<file path="config.mk">
export PLATFORM = sky130hd
export DESIGN_NAME = fnv1a64_typed_stream_hasher_top
export DESIGN_NICKNAME = d
export VERILOG_FILES = /design/src/design/fnv64h_pkg.sv /design/src/design/fnv64h_dp.sv /design/src/design/fnv64h_ctrl.sv /design/src/design/fnv64h_top.sv
export VERILOG_INCLUDE_DIRS = /design/src /design/src/design
export SDC_FILE = /design/constraint.sdc
export NUM_CORES = 1
export LEC_CHECK = 0
export BUFFER_PORTS_ARGS = -buffer_cell sky130_fd_sc_hd__buf_2
export CAP_MARGIN = 20
export CORE_MARGIN = 1
export CORE_UTILIZATION = 62
export CTS_CLUSTER_DIAMETER = 50
export DETAILED_ROUTE_END_ITERATION = 6
export PLACE_DENSITY = 0.85
export SYNTH_ARGS = -nofsm -noshare
export SYNTH_HDL_FRONTEND = slang
export SYNTH_HIERARCHICAL = 1
export SYNTH_SLANG_ARGS = --single-unit
</file>
<file path="constraint.sdc">
create_clock -name clk -period 19.1 [get_ports clk]
set_clock_uncertainty 0.15 [all_clocks]
set_input_delay 1.91 -clock clk [delete_from_list [all_inputs] [get_ports clk]]
set_output_delay 1.91 -clock clk [all_outputs]
set_load 0.02 [all_outputs]
</file>
<file path="src/design/assert_macros.svh">
// Assertion macros for the hasher RTL, used by fnv64h_ctrl.
// Expects signals named clk and rst_n in the module that uses them.
`ifndef ASSERT_MACROS_SVH
`define ASSERT_MACROS_SVH

// Property checked on every rising clock edge, off while reset is asserted.
`define ASSERT_CLK(label, prop, msg) \
    label: assert property (@(posedge clk) disable iff (!rst_n) (prop)) else $error(msg);

// Condition that must never be true outside reset.
`define ASSERT_NEVER(label, cond, msg) \
    label: assert property (@(posedge clk) disable iff (!rst_n) !(cond)) else $error(msg);

`endif

</file>
<file path="src/design/fnv64h_pkg.sv">
// Package for the typed FNV-1a 64-bit stream hasher.
// Holds kind codes, the controller-to-datapath command struct and hash helpers.
// No dependencies.
package fnv64h_pkg;

    localparam int unsigned HashW = 64;
    localparam int unsigned KindW = 3;
    localparam int unsigned CntW  = 3;

    localparam logic [HashW-1:0] FnvBasis = 64'hcbf2_9ce4_8422_2325;
    localparam logic [HashW-1:0] QNan64   = 64'h7ff8_0000_0000_0000;
    localparam logic [31:0]      QNan32   = 32'h7fc0_0000;

    typedef enum logic [KindW-1:0] {
        KIND_BYTE = 3'd0,
        KIND_U32  = 3'd1,
        KIND_U64  = 3'd2,
        KIND_F32  = 3'd3,
        KIND_F64  = 3'd4
    } kind_t;

    typedef struct packed {
        logic load;      // item accepted: load word, absorb first byte
        logic restart;   // reload state from seed before absorbing
        logic step;      // absorb next byte of the held word
        logic out_load;  // capture next hash into output register
    } cmd_t;

    // Number of bytes absorbed for a kind; unused kinds absorb nothing.
    function automatic logic [3:0] byte_count(input logic [KindW-1:0] kind);
        logic [3:0] n;
        case (kind)
            KIND_BYTE: n = 4'd1;
            KIND_U32:  n = 4'd4;
            KIND_U64:  n = 4'd8;
            KIND_F32:  n = 4'd4;
            KIND_F64:  n = 4'd8;
            default:   n = 4'd0;
        endcase
        return n;
    endfunction

    // Word to absorb, little-endian from bit 0, floats canonicalized.
    function automatic logic [HashW-1:0] canon_word(input logic [KindW-1:0] kind,
                                                    input logic [HashW-1:0] value);
        logic [HashW-1:0] w;
        logic [31:0]      f;
        f = value[31:0];
        case (kind)
            KIND_BYTE: w = {56'd0, value[7:0]};
            KIND_U32:  w = {32'd0, value[31:0]};
            KIND_U64:  w = value;
            KIND_F32:
            begin
                if (f[30:23] == 8'hff && f[22:0] != 23'd0)
                begin
                    w = {32'd0, QNan32};
                end
                else if (f == 32'h8000_0000)
                begin
                    w = '0;
                end
                else
                begin
                    w = {32'd0, f};
                end
            end
            KIND_F64:
            begin
                if (value[62:52] == 11'h7ff && value[51:0] != 52'd0)
                begin
                    w = QNan64;
                end
                else if (value == 64'h8000_0000_0000_0000)
                begin
                    w = '0;
                end
                else
                begin
                    w = value;
                end
            end
            default:   w = '0;
        endcase
        return w;
    endfunction

    // Multiply by the FNV prime 2^40 + 0x1b3, modulo 2^64, as shifts and adds.
    function automatic logic [HashW-1:0] fnv_mul(input logic [HashW-1:0] h);
        return (h << 40) + (h << 8) + (h << 7) + (h << 5) + (h << 4) + (h << 1) + h;
    endfunction

endpackage

</file>
<file path="src/design/fnv64h_dp.sv">
// Datapath of the hasher: seed register, hash state, byte shifter, output register.
// Driven by fnv64h_ctrl through fnv64h_pkg::cmd_t; uses fnv64h_pkg helpers.
module fnv64h_dp (
    input  logic                                  clk,
    input  logic                                  rst_n,
    input  logic                                  seed_we,
    input  logic [fnv64h_pkg::HashW-1:0]          seed_wdata,
    input  fnv64h_pkg::cmd_t                      cmd,
    input  logic [fnv64h_pkg::KindW-1:0]          kind,
    input  logic [fnv64h_pkg::HashW-1:0]          value,
    output logic [fnv64h_pkg::HashW-1:0]          hash_out
);

    logic [fnv64h_pkg::HashW-1:0] seed_reg, seed_next;
    logic [fnv64h_pkg::HashW-1:0] hash_reg, hash_next;
    logic [fnv64h_pkg::HashW-1:0] word_reg, word_next;
    logic [fnv64h_pkg::HashW-1:0] out_reg, out_next;
    logic [fnv64h_pkg::HashW-1:0] canon;
    logic [fnv64h_pkg::HashW-1:0] base;
    logic [7:0]                   cur_byte;
    logic                         absorb;

    assign canon = fnv64h_pkg::canon_word(kind, value);

    always_comb
    begin
        base      = (cmd.load && cmd.restart) ? seed_reg : hash_reg;
        cur_byte  = cmd.load ? canon[7:0] : word_reg[7:0];
        absorb    = cmd.step || (cmd.load && fnv64h_pkg::byte_count(kind) != 4'd0);
        hash_next = absorb ? fnv64h_pkg::fnv_mul(base ^ {56'd0, cur_byte}) : base;

        if (cmd.load)
        begin
            word_next = canon >> 8;
        end
        else if (cmd.step)
        begin
            word_next = word_reg >> 8;
        end
        else
        begin
            word_next = word_reg;
        end

        seed_next = seed_we ? seed_wdata : seed_reg;
        out_next  = cmd.out_load ? hash_next : out_reg;
    end

    always_ff @(posedge clk or negedge rst_n)
    begin
        if (!rst_n)
        begin
            seed_reg <= fnv64h_pkg::FnvBasis;
            hash_reg <= fnv64h_pkg::FnvBasis;
        end
        else
        begin
            seed_reg <= seed_next;
            hash_reg <= hash_next;
        end
    end

    always_ff @(posedge clk)
    begin
        word_reg <= word_next;
        out_reg  <= out_next;
    end

    assign hash_out = out_reg;

endmodule

</file>
<file path="src/design/fnv64h_ctrl.sv">
// Controller of the hasher: input/output handshakes and byte step sequencing.
// Uses fnv64h_pkg (cmd_t, byte_count) and assert_macros.svh.
`include "assert_macros.svh"

module fnv64h_ctrl (
    input  logic                          clk,
    input  logic                          rst_n,
    input  logic                          s_axis_tvalid,
    output logic                          s_axis_tready,
    input  logic [fnv64h_pkg::KindW-1:0]  kind,
    input  logic                          restart,
    output logic                          m_axis_tvalid,
    input  logic                          m_axis_tready,
    output fnv64h_pkg::cmd_t              cmd
);

    typedef enum logic [2:0] {
        ST_IDLE   = 3'b001,
        ST_BUSY   = 3'b010,
        ST_FINISH = 3'b100
    } state_t;

    state_t                      state_reg, state_next;
    logic [fnv64h_pkg::CntW-1:0] cnt_reg, cnt_next;
    logic                        out_valid_reg, out_valid_next;
    logic                        out_free;
    logic [3:0]                  nbytes;

    assign out_free = !out_valid_reg || m_axis_tready;
    assign nbytes   = fnv64h_pkg::byte_count(kind);

    always_comb
    begin
        cmd           = '0;
        state_next    = state_reg;
        cnt_next      = cnt_reg;
        s_axis_tready = 1'b0;
        case (state_reg)
            ST_IDLE:
            begin
                s_axis_tready = 1'b1;
                if (s_axis_tvalid)
                begin
                    cmd.load    = 1'b1;
                    cmd.restart = restart;
                    if (nbytes > 4'd1)
                    begin
                        // first byte goes in now; cnt counts the rest minus one
                        cnt_next   = fnv64h_pkg::CntW'(nbytes - 4'd2);
                        state_next = ST_BUSY;
                    end
                    else
                    begin
                        state_next = ST_FINISH;
                    end
                end
            end
            ST_BUSY:
            begin
                cmd.step = 1'b1;
                if (cnt_reg == '0)
                begin
                    if (out_free)
                    begin
                        cmd.out_load = 1'b1;
                        state_next   = ST_IDLE;
                    end
                    else
                    begin
                        state_next = ST_FINISH;
                    end
                end
                else
                begin
                    cnt_next = cnt_reg - 1'b1;
                end
            end
            ST_FINISH:
            begin
                if (out_free)
                begin
                    cmd.out_load = 1'b1;
                    state_next   = ST_IDLE;
                end
            end
            default:
            begin
                state_next = ST_IDLE;
            end
        endcase
        out_valid_next = cmd.out_load || (out_valid_reg && !m_axis_tready);
    end

    always_ff @(posedge clk or negedge rst_n)
    begin
        if (!rst_n)
        begin
            state_reg     <= ST_IDLE;
            cnt_reg       <= '0;
            out_valid_reg <= 1'b0;
        end
        else
        begin
            state_reg     <= state_next;
            cnt_reg       <= cnt_next;
            out_valid_reg <= out_valid_next;
        end
    end

    assign m_axis_tvalid = out_valid_reg;

    `ASSERT_NEVER(a_no_overwrite, cmd.out_load && out_valid_reg && !m_axis_tready, "result overwritten before taken")
    `ASSERT_CLK(a_busy_after_accept, s_axis_tvalid && s_axis_tready |=> !s_axis_tready, "accepted a second item while working")
    `ASSERT_CLK(a_hold_on_stall, state_reg == ST_BUSY && cnt_reg == '0 && !out_free |=> state_reg == ST_FINISH, "finished hash lost on output stall")
    `ASSERT_NEVER(a_load_and_step, cmd.load && cmd.step, "load and step in the same cycle")

endmodule

</file>
<file path="src/design/fnv64h_top.sv">
// Top level of the typed FNV-1a 64-bit stream hasher.
// Instantiates fnv64h_ctrl and fnv64h_dp; uses fnv64h_pkg.
//
//  channel   direction  tdata              tuser
//  s_axis    in         value[63:0]        kind[2:0], restart[3]
//  m_axis    out        hash[63:0]         -
//  seed      cfg write  seed_wdata[63:0]   -
//
// Bytes go in one byte a cycle, low byte first, through the shift-add FNV multiply:
// 8 for u64/f64, 4 for u32/f32, 1 for a byte and none for an unused kind. A new
// item is accepted only in idle, after the previous one is absorbed.
// The next item is taken while the previous hash waits in the output register.
// A stalled m_axis holds the finished item until the output register frees.
// Reset loads seed and hash state with the FNV offset basis; output is empty.
module fnv1a64_typed_stream_hasher_top (
    input  logic                         clk,
    input  logic                         rst_n,
    input  logic                         s_axis_tvalid,
    output logic                         s_axis_tready,
    input  logic [63:0]                  s_axis_tdata,   // value[63:0]
    input  logic [3:0]                   s_axis_tuser,   // kind[2:0], restart[3]
    output logic                         m_axis_tvalid,
    input  logic                         m_axis_tready,
    output logic [63:0]                  m_axis_tdata,   // hash[63:0]
    input  logic                         seed_we,
    input  logic [63:0]                  seed_wdata
);

    fnv64h_pkg::cmd_t cmd;

    fnv64h_ctrl u_ctrl (
        .clk           (clk),
        .rst_n         (rst_n),
        .s_axis_tvalid (s_axis_tvalid),
        .s_axis_tready (s_axis_tready),
        .kind          (s_axis_tuser[2:0]),
        .restart       (s_axis_tuser[3]),
        .m_axis_tvalid (m_axis_tvalid),
        .m_axis_tready (m_axis_tready),
        .cmd           (cmd)
    );

    fnv64h_dp u_dp (
        .clk        (clk),
        .rst_n      (rst_n),
        .seed_we    (seed_we),
        .seed_wdata (seed_wdata),
        .cmd        (cmd),
        .kind       (s_axis_tuser[2:0]),
        .value      (s_axis_tdata),
        .hash_out   (m_axis_tdata)
    );

endmodule
</file>
==> metrics, run 1 <==
status complete, no violations; Crit path top cell by count fa_1; setup TNS 0 ns; final net count 2580; Mapped Area 0.02109 mm²; most frequent cell after synthesis inv_1; post-synthesis register bit count 255; Die Ht 186.4 µm; Routed Antenna Nets 0; Hold Crit Class reg2reg; asr flop ratio synth 52.94%; Worst-path clk slew around 0.05 ns; number of enable flip-flop cells after synthesis 120; post-synthesis sequential area ratio roughly 33%; row cnt 67; crit path kind in2reg; total track usage 31.09%; Via Count ~15000; final setup fails 0; IO Count 203; Area growth syn-to-layout 12.05%; Cells after Synth 1902; width of the die approximately 190 µm; Residual DRC 0; critical path fanouts, max 5; Mapped Avg Cell Area 11.09 µm²; Congestion Overflow GR 0; achievable frequency 97.47 MHz; Die ar. about 0.035 mm²; # resized after CTS 0; layout cells sized above 1 22.02%; syn nets 2396; CP endpoint kind flop; Worst Max-Slew Pin Slew 0.9493 ns; count of different cell masters after synthesis 74; setup bufs post-CTS 0; setup repair after global routing missed its margin false; commonest register cell after synthesis edfxtp_1; Placer Congestion 0.9536; Clk Latency, worst-skew pair 0.54 ns; placement-stage cell area roughly 0.022 mm²; Tmin final slightly above 10 ns; DR WL/cell 20.17 µm; Fin. Hold Viols 0; crit path DAT 10.47 ns; clk sink count 255; leading post-synthesis cells by cell area fa_1 (23%), edfxtp_1 (17%), dfrtp_1 (9.3%); Core ar. between 0.03 and 0.04 mm²; Initial Utilization approximately 63%; number of max-cap violations 0; clock root buffer clkbuf_16; Synth area leader fa_1; Port Buf Inserts 202; CP max stage delay 0.81 ns; fillers 2393; Slew Limit Headroom between 30% and 40%; final hold slack around 0.35 ns; Final Cell Area 0.02363 mm²; final WL roughly 52 mm; DP Wirelength approximately 40 mm; DRT Pass-1 Iters 6; Synth Warn # 6; Startpoint Class primary input; wire length of the first global-routing pass 84.66 mm; share of the synthesized area in the top cell type 23.25%; critical path required time 19.31 ns; fin util a little over two thirds; largest net degree at the start of global routing 73; CTS Hold Bufs 0; initial antenna violation count 2; fin crit share 53.71%; CTS tree built; worst-case clock buffer depth 3; H-tree depth 2; vias per inst 5.853; Pins Over Slew Limit 0; CTS buffer count 34; slowest CP cell a211oi_1; Commonest cells post-synth inv_1 (357), fa_1 (245), edfxtp_1 (120), ha_1 (112), mux2_2 (108); starting DRC count in detailed routing 982; vias in the first global route 16050
critical path, delay by kind of cell:
| kind | cells | cell delay, ns |
|---|---|---|
| adder cells (fa/ha/maj) | 5 | 2.18 |
| AO/OA/AOI/OAI | 8 | 2.79 |
| XOR/XNOR | 1 | 0.55 |
| AND/OR/NAND/NOR | 8 | 2.58 |
| buffers and inverters | 3 | 0.45 |
metrics by stage:
stage,std cells,setup WS (ns)
after CTS,2557,9.010
after detailed placement,2495,8.472
after global routing,2561,8.407
after floorplan,1902,9.762
final,2561,8.841
after global placement,2495,8.803
final cells by class:
| cell class | count | area [µm²] | area share [%] |
|---|---|---|---|
| clock buffer | 42 | 920.9 | 3.896 |
| clock inverter | 20 | 214.0 | 0.9053 |
| sequential | 255 | 7053 | 29.84 |
| inverter | 357 | 1340 | 5.670 |
| tap | 448 | 560.5 | 2.372 |
| antenna | 1 | 2.502 | 0.01059 |
| timing repair buffer | 214 | 1111 | 4.701 |
| multi-input combinational | 1224 | 12430 | 52.60 |
worst paths after layout:
path	startpoint	to	slack, ns	depth (start not counted)
worst max register to register	u_ctrl/state_reg[2]	u_dp/hash_out[61]	10.39	23
min in group asynchronous	rst_n	u_dp/seed_reg[41]	1.24	1
worst min-delay path	u_dp/seed_reg[35]	u_dp/seed_reg[35]	0.35	1
max in group asynchronous	rst_n	u_dp/hash_reg[23]	16.25	2
worst max-delay path	s_axis_tdata[16]	u_dp/hash_out[61]	8.84	25
worst min register to register	u_dp/seed_reg[35]	u_dp/seed_reg[35]	0.35	1
cells by family (layout without fill, tap and decap cells):
| kind of cell | count (synthesis) | count (layout) | share of synthesized area, % |
|---|---|---|---|
| buffers and inverters | 423 | 633 | 7.747 |
| adder cells (fa/ha/maj) | 357 | 357 | 29.90 |
| AO/OA/AOI/OAI | 342 | 342 | 10.80 |
| AND/OR/NAND/NOR | 310 | 310 | 7.634 |
| flip-flops | 255 | 255 | 33.44 |
| multiplexers | 137 | 137 | 7.142 |
| XOR/XNOR | 78 | 78 | 3.346 |
| other | 0 | 1 | 0 |
cell usage in the layout, fill, tap and decap left out, types with 10 or more instances in the layout:
master and count:
a211oi_1 12, a21oi_1 105, inv_1 357, and2_1 13, mux2i_1 29, nor2b_1 10
clkbuf_16 34, nor2_1 80, dfstp_2 57, nor4_1 13, a21o_1 38, xnor2_1 39
o211ai_1 11, nor3_1 13, xor2_1 36, nand4_1 22, nand3_1 25, a22o_1 45
nand2b_1 11, nand2_1 75, dfrtp_1 78, fa_1 245, and3_1 11, edfxtp_1 120
buf_2 201, ha_1 112, mux2_2 108, o21ai_0 59, a31oi_1 12, buf_4 10
layer usage:
layer | vias up | GRT usage, % | routed length (µm) | share of wire, %
met2 | 545 | 53.30 | 26120 | 51
met1 | 7586 | 40.31 | 20740 | 40
met5 | - | 0 | 15 | 0.029
li1 | 6742 | - | - | -
met4 | 2 | 10.78 | 1665 | 3.2
met3 | 115 | 4.928 | 3128 | 6.1
Power of run 1 is left out: the tool's default activity adds up to more than one toggle a clock period on the data nets, which glitch-free logic cannot reach.
==> run 2, diff against run 1 <==
CORE_UTILIZATION = 55   (was 62)
PLACE_DENSITY = 0.8   (was 0.85)
clock period = 9.2 ns   (was 19.1 ns; I/O delays follow)
==> run 2 against run 1 <==
Against the previous run: register-to-register slack got worse by 9.4 ns; utilization down 7.5 points; worst setup slack lost 8.3 ns; global-route usage is 3.3 points lower; worst hold slack worse by 0.14 ns; sequential share of layout area shrank 0.11 points; critical path depth up 2; via count decreased by 1.6%; design area is 0.35% higher; flip-flop and latch count did not move; wire length increased by 0.75%; die area up 13%; critical endpoint unchanged; largest cell class unchanged.
==> metrics, run 2 (synthesis results as in run 1) <==
final WL 52.05 mm; Tmin final approximately 8.7 ns; Port Buf Inserts 202; crit path DAT 8.92 ns; setup TNS 0 ns; width of the die 197.8 µm; DP Wirelength slightly above 40 mm; crit path kind in2reg; most common cell after layout, fill and taps aside inv_1; # resized after CTS 0; Slew Limit Headroom 32.46%; Via Count roughly 15000; number of max-cap violations 0; wire length of the first global-routing pass 83.41 mm; Area growth syn-to-layout 12.44%; DR WL/cell 19.74 µm; Worst-path clk slew 0.06 ns; Routed Antenna Nets 0; met3 usage under 10%; setup repair after global routing missed its margin false; Hold Crit Class in2async; initial antenna violation count 3; met2 Use GR 47.74%; starting DRC count in detailed routing 974; Startpoint Class primary input; Worst Max-Slew Pin Slew 1.011 ns; fin crit share between 90% and 100%; clk sink count 255; Placer Congestion slightly below 1; Largest delay share family, worst path compound AO/OA/AOI/OAI gates; DRT Pass-1 Iters 5; Initial Utilization between 50% and 60%; status complete, no violations; CP endpoint kind flop; total track usage between 20% and 30%; Pins Over Slew Limit 0; vias in the first global route 15580; final hold slack 0.2148 ns; critical path required time roughly 9.5 ns; worst-case clock buffer depth 3; largest net degree at the start of global routing 73; CTS Hold Bufs 0; H-tree depth 1; layout cells sized above 1 22.32%; achievable frequency 115.4 MHz; Congestion Overflow GR 0; WP buf/inv 5; row cnt 71; critical path fanouts, max 5; CTS tree built; fillers 3010; final setup fails 0; busiest grt layer met2; IO Count slightly above 200; setup bufs post-CTS 0; met1 Usage GRT 36.48%; Die Ht 197.8 µm; slowest CP cell or4_1; vias per inst 5.594; CP max stage delay 0.54 ns; clock root buffer clkbuf_16; most frequent cells in the layout inv_1 (357), fa_1 (245), buf_2 (201); Fin. Hold Viols 0; Core ar. between 0.03 and 0.04 mm²; Residual DRC 0; Die ar. a little under 0.04 mm²; CTS buffer count 31; Clk Latency, worst-skew pair about 0.60 ns; final net count 2593
-- run 2: cell types whose count changed in the layout (fill, tap and decap cells not counted), moves of 2 or more --
cell / change
clkbuf_1: +3
inv_6: -3
clkbuf_16: -2
buf_4: +17
-- run 2: layer usage --
metal  share of wire [%]  vias up  wire length [µm]
li1                    -     6763                 -
met1                  42     7446             21820
met2                  50      451             25870
met3                 5.3       89              2745
met4                 3.1        2              1596
met5               0.025        -                13
-- run 2: path summary, 6_finish.rpt --
path,start,endpoint,slack [ns],depth (start not counted)
max in group asynchronous,rst_n,u_dp/hash_reg[36],7.42,2
min reg2reg,u_dp/seed_reg[19],u_dp/seed_reg[19],0.36,1
min in group clk,u_dp/seed_reg[19],u_dp/seed_reg[19],0.36,1
max reg2reg,u_ctrl/state_reg[2],u_dp/hash_out[61],0.98,23
max,s_axis_tdata[34],u_dp/hash_out[61],0.54,27
min,rst_n,u_dp/hash_reg[6],0.21,1
-- run 2: per-stage QoR --
stage | instances | setup WS, ns | cell area (µm²) | utilization [%]
CTS | 2633 | 0.6362 | 23700 | 62.92
detailed placement | 2575 | 0.02953 | 22680 | 60.20
global route | 2636 | 0.04579 | 23720 | 62.96
floorplan | 1902 | 0.8519 | 21090 | -
finish | 2637 | 0.5373 | 23720 | 62.97
global placement | 2575 | 0.3061 | 22680 | 60.20
-- run 2: cell type report --
type	instances	area (µm²)	share of cell area, %
antenna	2	5.005	0.02110
clock buffer	44	895.9	3.777
clock inverter	14	125.1	0.5275
inverter	357	1340	5.650
multi-input combinational	1224	12430	52.42
sequential	255	7053	29.74
tap	511	639.4	2.696
timing repair buffer	230	1227	5.175
Power of run 2 is left out for the same reason.
